[src/hw/rtl/swrr_pkg.sv]
// Shared types and codes for the smooth weighted round-robin pool.
// No dependencies; used by the datapath unit, the top level and the checker.
`timescale 1ns / 1ps

package swrr_pkg;

   localparam int RW_WIDTH    = 12;
   localparam int WT_WIDTH    = 8;
   localparam int TALLY_WIDTH = 17;
   localparam int CFG_WIDTH   = 64;
   localparam int ADDR_WIDTH  = 6;

   localparam logic [1:0] ST_GRANTED  = 2'd0;
   localparam logic [1:0] ST_NO_GRANT = 2'd1;
   localparam logic [1:0] ST_RELEASED = 2'd2;

   localparam logic [2:0] REG_WRITE_WEIGHTS = 3'd0;
   localparam logic [2:0] REG_READ_WEIGHTS  = 3'd1;
   localparam logic [2:0] REG_WRITE_COUNT   = 3'd2;
   localparam logic [2:0] REG_READ_COUNT    = 3'd3;
   localparam logic [2:0] REG_MAX_USE_COUNT = 3'd4;

   localparam logic OP_ACQUIRE = 1'b0;
   localparam logic OP_RELEASE = 1'b1;

   typedef struct packed {
      logic       op;
      logic       want_write;
      logic       release_pool;
      logic [2:0] release_entry;
   } req_type;

   typedef struct packed {
      logic [1:0] status;
      logic       granted_pool;
      logic [2:0] granted_entry;
      logic       reconnect;
   } rsp_type;

endpackage

[src/hw/rtl/swrr_alu.sv]
// Shared saturating add/subtract and compare unit for running weights.
// Depends on swrr_pkg for widths.
`timescale 1ns / 1ps

module swrr_alu (
   input  logic                                     settle,
   input  logic signed [swrr_pkg::RW_WIDTH-1:0]     op_a,
   input  logic        [swrr_pkg::RW_WIDTH-1:0]     op_b,
   input  logic signed [swrr_pkg::RW_WIDTH-1:0]     best_val,
   output logic signed [swrr_pkg::RW_WIDTH-1:0]     result,
   output logic                                     better
);

   localparam int SW = swrr_pkg::RW_WIDTH + 2;
   localparam logic signed [SW-1:0] SAT_HI = SW'(2047);
   localparam logic signed [SW-1:0] SAT_LO = -SW'(2048);

   logic signed [SW-1:0] ext_a;
   logic signed [SW-1:0] ext_b;
   logic signed [SW-1:0] raw;

   assign ext_a = SW'(op_a);
   assign ext_b = $signed({2'b00, op_b});
   assign raw   = settle ? (ext_a - ext_b) : (ext_a + ext_b);

   always_comb begin
      if (raw > SAT_HI) begin
         result = SAT_HI[swrr_pkg::RW_WIDTH-1:0];
      end else if (raw < SAT_LO) begin
         result = SAT_LO[swrr_pkg::RW_WIDTH-1:0];
      end else begin
         result = raw[swrr_pkg::RW_WIDTH-1:0];
      end
   end

   assign better = best_val < result;

endmodule

[src/hw/rtl/smooth_weighted_round_robin_pool.sv]
// Smooth weighted round-robin pool arbiter: after a decide state an acquire
// scans its n entries one per cycle and settles the winner in a finish state,
// repeating both for each further round; a release or an immediate no-grant is
// answered from decide. One item at a time, busy meanwhile. Rounds per acquire
// are capped at MAX_ROUNDS. Results cannot be stalled. Synchronous active-high
// reset clears busy marks and tallies and loads the default weights and counts.
`timescale 1ns / 1ps

module smooth_weighted_round_robin_pool #(
   parameter int MAX_ENTRIES = 8,
   parameter int MAX_ROUNDS  = 4096
) (
   input  logic                                  clock,
   input  logic                                  reset,
   input  logic                                  start,
   output logic                                  busy,
   input  swrr_pkg::req_type                     req_item,
   output logic                                  rsp_valid,
   output swrr_pkg::rsp_type                     rsp_item,
   input  logic                                  psel,
   input  logic                                  penable,
   input  logic                                  pwrite,
   input  logic [swrr_pkg::ADDR_WIDTH-1:0]       paddr,
   input  logic [swrr_pkg::CFG_WIDTH-1:0]        pwdata,
   output logic [swrr_pkg::CFG_WIDTH-1:0]        prdata,
   output logic                                  pready
);

   localparam int EW  = (MAX_ENTRIES > 1) ? $clog2(MAX_ENTRIES) : 1;
   localparam int RCW = $clog2(MAX_ROUNDS);
   localparam int RWW = swrr_pkg::RW_WIDTH;
   localparam int TW  = swrr_pkg::TALLY_WIDTH;
   localparam logic [3:0]     CNT_MAX    = 4'(MAX_ENTRIES);
   localparam logic [RCW-1:0] ROUND_LAST = RCW'(MAX_ROUNDS - 1);
   localparam logic [63:0]    WT_RESET   = 64'h0101010101010101;

   localparam logic [1:0] S_IDLE   = 2'd0;
   localparam logic [1:0] S_DECIDE = 2'd1;
   localparam logic [1:0] S_SCAN   = 2'd2;
   localparam logic [1:0] S_FINISH = 2'd3;

   logic [1:0] state_ff, state_in;
   swrr_pkg::req_type req_ff;
   logic [63:0] wweights_ff, rweights_ff;
   logic [3:0]  wcount_ff, rcount_ff;
   logic [15:0] maxuse_ff;

   logic signed [RWW-1:0] rw_ff [2][MAX_ENTRIES];
   logic [MAX_ENTRIES-1:0] busy_ff [2];
   logic [TW-1:0] tally_ff [2][MAX_ENTRIES];

   logic           pool_ff, pool_in;
   logic [EW-1:0]  last_ff, last_in;
   logic [EW-1:0]  scan_ff, scan_in;
   logic [EW-1:0]  best_ff, best_in;
   logic signed [RWW-1:0] bestval_ff, bestval_in;
   logic [RWW-1:0] total_ff, total_in;
   logic [RCW-1:0] round_ff, round_in;
   logic           rsp_valid_ff, rsp_valid_in;
   swrr_pkg::rsp_type rsp_item_ff, rsp_item_in;

   logic        cfg_wr;
   logic [2:0]  cfg_idx;
   logic [3:0]  rc_eff, wc_eff, n_eff;
   logic        pool_sel;
   logic [MAX_ENTRIES-1:0] free_mask;
   logic        any_free;
   logic [63:0] packed_w;
   logic [7:0]  weight;
   logic        finish;
   logic signed [RWW-1:0] alu_a;
   logic [RWW-1:0] alu_b;
   logic signed [RWW-1:0] alu_res;
   logic        alu_better;
   logic [TW-1:0] tally_cur, tally_inc;
   logic        over;
   logic        rel_ok;
   logic        do_scan, do_settle, do_grant, do_release;

   assign cfg_wr  = psel & penable & pwrite;
   assign cfg_idx = paddr[5:3];
   assign pready  = 1'b1;

   always_comb begin
      unique case (cfg_idx)
         swrr_pkg::REG_WRITE_WEIGHTS: prdata = wweights_ff;
         swrr_pkg::REG_READ_WEIGHTS:  prdata = rweights_ff;
         swrr_pkg::REG_WRITE_COUNT:   prdata = 64'(wcount_ff);
         swrr_pkg::REG_READ_COUNT:    prdata = 64'(rcount_ff);
         swrr_pkg::REG_MAX_USE_COUNT: prdata = 64'(maxuse_ff);
         default:                     prdata = '0;
      endcase
   end

   always_comb begin
      rc_eff = (rcount_ff > CNT_MAX) ? CNT_MAX : rcount_ff;
      if (wcount_ff == 4'd0) begin
         wc_eff = 4'd1;
      end else if (wcount_ff > CNT_MAX) begin
         wc_eff = CNT_MAX;
      end else begin
         wc_eff = wcount_ff;
      end
      pool_sel = !(req_ff.want_write || (rc_eff == 4'd0));
      n_eff    = pool_sel ? rc_eff : wc_eff;
      for (int e = 0; e < MAX_ENTRIES; e++) begin
         free_mask[e] = !busy_ff[pool_sel][e] && (4'(e) < n_eff);
      end
      any_free = |free_mask;
   end

   assign packed_w = pool_ff ? rweights_ff : wweights_ff;
   assign weight   = packed_w[{3'(scan_ff), 3'b000} +: 8];
   assign finish   = (state_ff == S_FINISH);
   assign alu_a    = finish ? bestval_ff : rw_ff[pool_ff][scan_ff];
   assign alu_b    = finish ? total_ff : RWW'(weight);

   swrr_alu u_alu (
      .settle   (finish),
      .op_a     (alu_a),
      .op_b     (alu_b),
      .best_val (bestval_ff),
      .result   (alu_res),
      .better   (alu_better)
   );

   assign tally_cur = tally_ff[pool_ff][best_ff];
   assign tally_inc = (tally_cur == '1) ? tally_cur : tally_cur + TW'(1);
   assign over      = (maxuse_ff != 16'd0) && (tally_inc > TW'(maxuse_ff));
   assign rel_ok    = 4'(req_ff.release_entry) < CNT_MAX;

   always_comb begin
      state_in     = state_ff;
      pool_in      = pool_ff;
      last_in      = last_ff;
      scan_in      = scan_ff;
      best_in      = best_ff;
      bestval_in   = bestval_ff;
      total_in     = total_ff;
      round_in     = round_ff;
      rsp_valid_in = 1'b0;
      rsp_item_in  = '0;
      rsp_item_in.status = swrr_pkg::ST_NO_GRANT;
      do_scan      = 1'b0;
      do_settle    = 1'b0;
      do_grant     = 1'b0;
      do_release   = 1'b0;
      unique case (state_ff)
         S_IDLE: begin
            if (start) begin
               state_in = S_DECIDE;
            end
         end
         S_DECIDE: begin
            if (req_ff.op == swrr_pkg::OP_RELEASE) begin
               do_release         = rel_ok;
               rsp_valid_in       = 1'b1;
               rsp_item_in.status = swrr_pkg::ST_RELEASED;
               state_in           = S_IDLE;
            end else if (!any_free) begin
               rsp_valid_in = 1'b1;
               state_in     = S_IDLE;
            end else begin
               pool_in  = pool_sel;
               last_in  = EW'(n_eff - 4'd1);
               scan_in  = '0;
               round_in = '0;
               state_in = S_SCAN;
            end
         end
         S_SCAN: begin
            do_scan  = 1'b1;
            total_in = ((scan_ff == '0) ? '0 : total_ff) + RWW'(weight);
            if (scan_ff == '0 || alu_better) begin
               best_in    = scan_ff;
               bestval_in = alu_res;
            end
            if (scan_ff == last_ff) begin
               state_in = S_FINISH;
            end else begin
               scan_in = scan_ff + EW'(1);
            end
         end
         S_FINISH: begin
            do_settle = 1'b1;
            if (!busy_ff[pool_ff][best_ff]) begin
               do_grant                  = 1'b1;
               rsp_valid_in              = 1'b1;
               rsp_item_in.status        = swrr_pkg::ST_GRANTED;
               rsp_item_in.granted_pool  = pool_ff;
               rsp_item_in.granted_entry = 3'(best_ff);
               rsp_item_in.reconnect     = over;
               state_in                  = S_IDLE;
            end else if (round_ff == ROUND_LAST) begin
               rsp_valid_in = 1'b1;
               state_in     = S_IDLE;
            end else begin
               round_in = round_ff + RCW'(1);
               scan_in  = '0;
               state_in = S_SCAN;
            end
         end
         default: state_in = S_IDLE;
      endcase
   end

   always_ff @(posedge clock) begin
      if (reset) begin
         state_ff     <= S_IDLE;
         rsp_valid_ff <= 1'b0;
         wweights_ff  <= WT_RESET;
         rweights_ff  <= WT_RESET;
         wcount_ff    <= 4'd1;
         rcount_ff    <= 4'd0;
         maxuse_ff    <= 16'd0;
         for (int p = 0; p < 2; p++) begin
            busy_ff[p] <= '0;
            for (int e = 0; e < MAX_ENTRIES; e++) begin
               rw_ff[p][e]    <= RWW'(WT_RESET[8*e +: 8]);
               tally_ff[p][e] <= '0;
            end
         end
      end else begin
         state_ff     <= state_in;
         rsp_valid_ff <= rsp_valid_in;
         if (cfg_wr) begin
            unique case (cfg_idx)
               swrr_pkg::REG_WRITE_WEIGHTS: begin
                  wweights_ff <= pwdata;
                  for (int e = 0; e < MAX_ENTRIES; e++) begin
                     rw_ff[0][e] <= RWW'(pwdata[8*e +: 8]);
                  end
               end
               swrr_pkg::REG_READ_WEIGHTS: begin
                  rweights_ff <= pwdata;
                  for (int e = 0; e < MAX_ENTRIES; e++) begin
                     rw_ff[1][e] <= RWW'(pwdata[8*e +: 8]);
                  end
               end
               swrr_pkg::REG_WRITE_COUNT:   wcount_ff <= pwdata[3:0];
               swrr_pkg::REG_READ_COUNT:    rcount_ff <= pwdata[3:0];
               swrr_pkg::REG_MAX_USE_COUNT: maxuse_ff <= pwdata[15:0];
               default: ;
            endcase
         end
         if (do_scan) begin
            rw_ff[pool_ff][scan_ff] <= alu_res;
         end
         if (do_settle) begin
            rw_ff[pool_ff][best_ff] <= alu_res;
         end
         if (do_grant) begin
            busy_ff[pool_ff][best_ff]  <= 1'b1;
            tally_ff[pool_ff][best_ff] <= over ? '0 : tally_inc;
         end
         if (do_release) begin
            busy_ff[req_ff.release_pool][req_ff.release_entry[EW-1:0]] <= 1'b0;
         end
      end
   end

   always_ff @(posedge clock) begin
      if (start && state_ff == S_IDLE) begin
         req_ff <= req_item;
      end
      pool_ff     <= pool_in;
      last_ff     <= last_in;
      scan_ff     <= scan_in;
      best_ff     <= best_in;
      bestval_ff  <= bestval_in;
      total_ff    <= total_in;
      round_ff    <= round_in;
      rsp_item_ff <= rsp_item_in;
   end

   assign busy      = (state_ff != S_IDLE);
   assign rsp_valid = rsp_valid_ff;
   assign rsp_item  = rsp_item_ff;

endmodule

[config.mk]
export PLATFORM = sky130hd
export DESIGN_NAME = smooth_weighted_round_robin_pool
export DESIGN_NICKNAME = d
export VERILOG_FILES = /design/src/hw/rtl/swrr_pkg.sv /design/src/hw/rtl/swrr_alu.sv /design/src/hw/rtl/smooth_weighted_round_robin_pool.sv
export SDC_FILE = /design/constraint.sdc
export NUM_CORES = 1
export LEC_CHECK = 0
export ABC_CLOCK_PERIOD_IN_PS = 15500
export BUFFER_PORTS_ARGS = -buffer_cell sky130_fd_sc_hd__buf_2
export CAP_MARGIN = 20
export CORE_ASPECT_RATIO = 0.7
export CORE_MARGIN = 1
export CORE_UTILIZATION = 45
export DETAILED_ROUTE_END_ITERATION = 7
export HOLD_SLACK_MARGIN = 0.15
export SLEW_MARGIN = 10
export SYNTH_ARGS = -nofsm -noshare
export SYNTH_HDL_FRONTEND = slang
export SYNTH_SLANG_ARGS = --single-unit
[constraint.sdc]
create_clock -name clock -period 15.5 [get_ports clock]
set_clock_uncertainty 0.15 [all_clocks]
set_input_delay 1.55 -clock clock [delete_from_list [all_inputs] [get_ports clock]]
set_output_delay 1.55 -clock clock [all_outputs]
set_load 0.05 [all_outputs]
==> flow_metrics.env, run 1 <==
export IMPL_p_seq_frac=0.471
export IMPL_syn_area_um2=33600
export IMPL_cts_num_sinks=695
export IMPL_r2r_end="bestval_ff[3]"
export IMPL_syn2layout_area_growth_pct=11.5
export IMPL_r2r_setup_slack_ns=5.19
export IMPL_relSlewSlack=0.212
export IMPL_hold_viol=0
export IMPL_nets=2943
export IMPL_htreeDepth=3
export IMPL_path_max_fanout=39
export IMPL_power_density_nw_per_um2=118
export IMPL_clk_latency_ns=0.63
export IMPL_dpl_instance_area_um2=35200
export IMPL_grt_ovfl_total=0
export IMPL_grt_pass1_wl_um=153000
export IMPL_core_area_um2=73600
export IMPL_firstDrtPassIters=8
export IMPL_wl_per_cell_um=27.2
export IMPL_violations="DRC"
export IMPL_setup_violations=0
export IMPL_rsz0062_at_grt="no"
export IMPL_ys_flop_type="edfxtp_1"
export IMPL_clk_pin_slew_ns=0.06
export IMPL_hold_class="flip-flop to flip-flop"
export IMPL_end_kind="flip-flop"
export IMPL_slowest_delay_ns=0.89
export IMPL_comb_power_share=0.149
export IMPL_post_cts_setup_buffer_count=0
export IMPL_r2r_start="pool_ff"
export IMPL_cp_required_ns=15.65
export IMPL_drt_iter0_markers=3072
export IMPL_intPower_uw=3190
export IMPL_grt_max_degree=77
export IMPL_io_buffers=151
export IMPL_yosys_warnings=0
export IMPL_synth_fp_nets=2888
export IMPL_pwr_share_clk=0.381
export IMPL_post_place_ws_ns=5.46
export IMPL_dp_hpwl_um=70500
export IMPL_final_setup_tns_ns=0
export IMPL_post_route_worst_setup_slack_ns=5.19
export IMPL_start_util=0.457
export IMPL_swShare=0.278
export IMPL_avgViaCountPerCell=6.33
export IMPL_vias=24300
export IMPL_rows=83
export IMPL_cts_hold_repair_buffers=0
export IMPL_status="complete, but fails checks"
export IMPL_fin_area_um2=37500
export IMPL_clock_root_buffer="clkbuf_16"
export IMPL_netlist_instances=2749
export IMPL_io_pins=156
export IMPL_antenna_found_initial=6
export IMPL_synth_edf_count=532
export IMPL_ctsResizeCount=0
export IMPL_yosysTopAreaCellShare=0.475
export IMPL_finalCriticalPeriod_ns=10.31
export IMPL_switchingPower_uw=1230
export IMPL_ir_drop_mv=0.0814
export IMPL_critPathLaunchType="flip-flop"
export IMPL_ff2ff_path_depth=30
export IMPL_drcViolationCount=2
export IMPL_die_area_um2=75900
export IMPL_holdWs_ns=0.323
export IMPL_synth_top_area_cell="edfxtp_1"
export IMPL_crit_top_cell="a21oi_1"
export IMPL_synth_cell_type_count=75
export IMPL_yosysSeqAreaShare=0.572
export IMPL_ant_nets=0
export IMPL_grt_usage=0.274
export IMPL_p_leak_uw=0.0140
export IMPL_power_uw=4420
export IMPL_maxClockFrequency_mhz=97.0
export IMPL_cp_slowest_cell="edfxtp_1"
export IMPL_synth_area_leaders="edfxtp_1, mux4_2, dfxtp_1"
export IMPL_setup_worst_path_end="bestval_ff[3]"
export IMPL_tightest_slew_ns=1.18
export IMPL_drive_gt1_frac=0.183
export IMPL_arrival_ns=10.46
export IMPL_critPathKind="flip-flop to flip-flop"
export IMPL_cts_tree="built"
export IMPL_cts_buffer_depth=3
export IMPL_cts_made_buffers=71
export IMPL_dieWidth_um=329
export IMPL_grt_pass1_vias=23000
export IMPL_startpoint="pool_ff"
export IMPL_avgSynthCellArea_um2=12.2
export IMPL_fin_crit_sh=0.665
export IMPL_die_h_um=231
export IMPL_ys_seq_elements=695
export IMPL_routed_wl_um=105000
export IMPL_cap_violations=0
export IMPL_gp_routability_congestion=0.920
export IMPL_ys_async_sr_fraction=0
export IMPL_report_final_slew_viol_count=0
## cells by family (layout without fill, tap and decap cells)
kind of cell,after synthesis,count (layout),synth area share
compound gates,569,569,0.117
other cells,1,6,0.000111
fa+ha+maj,57,57,0.0217
mux,229,229,0.127
buf+inv,313,423,0.0386
flops,695,695,0.572
simple gates,839,839,0.112
xor+xnor,46,46,0.0120
## worst min-delay path by stage
stage / startpoint / end / slack (ns) / depth (start not counted)
6_report: rweights_ff[8] / rweights_ff[8] / 0.32 / 2
5_1_grt: rweights_ff[8] / rweights_ff[8] / 0.32 / 2
3_5_place_dp: rweights_ff[8] / rweights_ff[8] / 0.31 / 2
3_3_place_gp: rweights_ff[24] / rweights_ff[24] / 0.30 / 2
2_1_floorplan: rweights_ff[16] / rweights_ff[16] / 0.29 / 2
4_1_cts: rweights_ff[8] / rweights_ff[8] / 0.32 / 2
## routing by layer
| layer | global-route usage | part of all wire | vias up |
|---|---|---|---|
| met5 | 0 | 0 | - |
| met4 | 0.0608 | 0.020 | 0 |
| met3 | 0.0854 | 0.12 | 136 |
| met2 | 0.370 | 0.41 | 1387 |
| met1 | 0.425 | 0.45 | 12300 |
| li1 | - | - | 10500 |
## layout by cell type (no fill, tap or decap), types with 24 or more instances in the layout
master and n:
dfxtp_1 162, a22o_1 166, mux2i_1 65, ha_1 55, nor3_1 29, buf_2 152, inv_1 91, o22ai_1 26
nand2_1 180, buf_4 45, a21oi_1 74, xnor2_1 24, clkbuf_16 72, edfxtp_1 532, nand3_1 136, mux4_2 155
nor2_1 346, o21ai_0 174
## flip-flops by register name (all words and copies together) (netlist names), 4 cells and up, named ones only
| signal | count |
|---|---|
| busy_ff | 16 |
| total_ff | 12 |
| req_ff | 6 |
| wcount_ff | 4 |
| round_ff | 12 |
| rsp_item | 7 |
| rweights_ff | 64 |
| wweights_ff | 64 |
| tally_ff | 272 |
| rcount_ff | 4 |
| bestval_ff | 12 |
| maxuse_ff | 16 |
| rw_ff | 192 |
## cell type report
cell class,count,area [um2]
Fill cell,6286,36100
Antenna cell,5,12.5
Tap cell,977,1220
Timing Repair Buffer,202,1220
Sequential cell,695,19200
Inverter,93,349
Clock buffer,100,1990
Multi-Input combinational cell,1741,13200
Clock inverter,28,235
## power by group through the flow
stage          Combinational (uW)  Clock [uW]  Sequential, uW
2_1_floorplan                 425           0            2110
3_3_place_gp                  635           0            2120
3_5_place_dp                  643           0            2120
4_1_cts                       646        1700            2080
5_1_grt                       702        1770            2090
6_report                      658        1680            2080
## Yosys cell counts, drive strengths merged, types with 18 or more instances
library cell / number
a22o: 166
nor3: 31
clkbuf: 158
edfxtp: 532
nand3: 136
xor2: 21
a31oi: 19
xnor2: 25
a21oi: 83
ha: 55
buf: 62
nor2b: 18
nor2: 359
inv: 93
mux2i: 65
and2: 20
dfxtp: 163
o22ai: 26
nand2: 182
mux4: 156
o21ai: 187
## through the flow
stage,util,instances
after floorplan,-,2749
after global placement,0.477,3703
after detailed placement,0.478,3705
after CTS,0.508,3833
after global routing,0.509,3841
final,0.509,3841
## worst max-delay path: cells and delay by family (launching register included)
family          cells  cell delay [ns]
flops               1             0.89
compound gates     17             5.47
buf+inv             3             1.10
mux                 1             0.47
xor+xnor            1             0.15
fa+ha+maj           2             0.74
simple gates        6             0.97
Power figures use the tool's default switching activity.
==> run 2, diff against run 1 <==
--- a/config.mk
+++ b/config.mk
@@ -5,7 +5,7 @@
 export SDC_FILE = /design/constraint.sdc
 export NUM_CORES = 1
 export LEC_CHECK = 0
-export ABC_CLOCK_PERIOD_IN_PS = 15500
+export ABC_CLOCK_PERIOD_IN_PS = 8400
 export BUFFER_PORTS_ARGS = -buffer_cell sky130_fd_sc_hd__buf_2
 export CAP_MARGIN = 20
 export CORE_ASPECT_RATIO = 0.7
==> constraint.sdc (replaced) <==
create_clock -name clock -period 8.4 [get_ports clock]
set_clock_uncertainty 0.15 [all_clocks]
set_input_delay 0.84 -clock clock [delete_from_list [all_inputs] [get_ports clock]]
set_output_delay 0.84 -clock clock [all_outputs]
set_load 0.05 [all_outputs]
==> flow_metrics.env, run 2 (synthesis gave the netlist of run 1 again) <==
export IMPL_status="complete, but fails checks"
export IMPL_violations="DRC"
export IMPL_end_kind="flip-flop"
export IMPL_hold_path_depth=1
export IMPL_cp_required_ns=8.57
export IMPL_ir_drop_mv=0.179
export IMPL_num_antenna_cells=0
export IMPL_drive_gt1_frac=0.203
export IMPL_fin_area_um2=38000
export IMPL_routed_wl_um=107000
export IMPL_grt_pass1_vias=23400
export IMPL_cts_made_buffers=71
export IMPL_finalNonFillerCells=3896
export IMPL_clk_pin_slew_ns=0.06
export IMPL_cts_hold_repair_buffers=0
export IMPL_htreeDepth=3
export IMPL_dp_hpwl_um=73700
export IMPL_cts_tree="built"
export IMPL_grt_usage=0.280
export IMPL_vias=24800
export IMPL_fin_crit_sh=0.943
export IMPL_post_cts_setup_buffer_count=0
export IMPL_cts_buffer_depth=3
export IMPL_io_pins=156
export IMPL_hold_class="input port to flip-flop"
export IMPL_dpl_instance_area_um2=35600
export IMPL_firstDrtPassIters=8
export IMPL_arrival_ns=8.10
export IMPL_setup_violations=0
export IMPL_fin_util=0.517
export IMPL_largest_reg_flops=272
export IMPL_critPathLaunchType="flip-flop"
export IMPL_grt_pass1_wl_um=156000
export IMPL_drt_iter0_markers=3696
export IMPL_drcViolationCount=2
export IMPL_relSlewSlack=0.200
export IMPL_nets=3001
export IMPL_grt_ovfl_total=0
export IMPL_reg_largest_list="tally_ff (272), rw_ff (192)"
export IMPL_layout_common_cells="edfxtp_1, nor2_1, nand2_1"
export IMPL_die_h_um=231
export IMPL_ctsResizeCount=0
export IMPL_grt_max_degree=65
export IMPL_dp_cells=3765
export IMPL_maxClockFrequency_mhz=126
export IMPL_tightest_slew_ns=1.20
export IMPL_path_max_fanout=35
export IMPL_ff2ff_path_depth=32
export IMPL_clk_latency_ns=0.63
export IMPL_largest_register="tally_ff"
export IMPL_wl_per_cell_um=27.3
export IMPL_ant_nets=0
export IMPL_finalCriticalPeriod_ns=7.92
export IMPL_slowest_delay_ns=0.63
export IMPL_crit_top_cell="a21oi_1"
export IMPL_clock_root_buffer="clkbuf_16"
export IMPL_cts_num_sinks=695
export IMPL_syn2layout_area_growth_pct=13.1
export IMPL_report_final_slew_viol_count=0
export IMPL_fillers=6199
export IMPL_antenna_found_initial=3
export IMPL_start_util=0.457
export IMPL_core_area_um2=73600
export IMPL_avgViaCountPerCell=6.36
export IMPL_power_uw=8430
export IMPL_p_leak_uw=0.0144
export IMPL_layout_commonest_cell="edfxtp_1"
export IMPL_rows=83
export IMPL_dieWidth_um=329
export IMPL_die_area_um2=75900
export IMPL_r2r_setup_slack_ns=0.48
export IMPL_power_density_nw_per_um2=222
export IMPL_hold_viol=0
export IMPL_final_setup_tns_ns=0
export IMPL_critPathKind="flip-flop to flip-flop"
export IMPL_gp_routability_congestion=0.912
export IMPL_cap_violations=0
export IMPL_cp_slowest_cell="mux4_2"
export IMPL_io_buffers=151
export IMPL_rsz0062_at_grt="no"
[run 2: changes by cell type in the layout (fill, tap and decap cells not counted), moves of 2 or more]
cell / before / now
clkbuf_8: 8 / 5
clkbuf_16: 72 / 75
clkbuf_1: 20 / 15
bufinv_16: 3 / 7
buf_12: 1 / 3
o21ai_4: 3 / 1
clkinv_2: 7 / 15
buf_16: 3 / 1
buf_4: 45 / 105
o21ai_2: 5 / 7
clkinv_1: 12 / 8
diode_2: 5 / 0
[run 2: metrics by stage]
step                setup WS [ns]  hold WS (ns)
floorplan                  0.0145         0.285
global placement            0.634         0.311
detailed placement          0.647         0.314
CTS                         0.626         0.275
global route               0.0104         0.285
finish                      0.478         0.297
[run 2: critical path: cells and delay by family (launching register included)]
family / cells / cell delay (ns)
fa+ha+maj: 2 / 0.57
buf+inv: 3 / 0.75
mux: 1 / 0.63
simple gates: 9 / 1.33
compound gates: 16 / 3.59
flops: 1 / 0.40
xor+xnor: 1 / 0.14
[run 2: area by class of cell]
cell class | instances | area, um2 | share of cell area
clock buffers | 96 | 2010 | 0.0528
clock inverters | 34 | 363 | 0.00954
inverters | 93 | 349 | 0.00918
multi-input cells | 1741 | 13200 | 0.348
flip-flops and latches | 695 | 19200 | 0.506
well taps | 977 | 1220 | 0.0321
repair buffers | 260 | 1630 | 0.0429
[run 2: routing by layer]
layer | share of wire | vias to the layer above | global-route usage
met2 | 0.41 | 1532 | 0.377
met4 | 0.015 | 2 | 0.0584
met5 | 0.00012 | - | 0
li1 | - | 10600 | -
met1 | 0.45 | 12500 | 0.447
met3 | 0.13 | 124 | 0.0732
[run 2: report_power, final]
group | leakage [uW] | internal, uW | switching [uW]
combinational | 0.00649 | 404 | 909
sequential | 0.00670 | 3800 | 45.5
clock | 0.00117 | 1900 | 1370
[run 2: worst paths after layout]
check / start / endpoint
worst max-delay path: scan_ff[0] / bestval_ff[11]
worst min-delay path: req_item[5] / req_ff[5]
worst max register to register: scan_ff[0] / bestval_ff[11]
worst min register to register: rweights_ff[8] / rweights_ff[8]
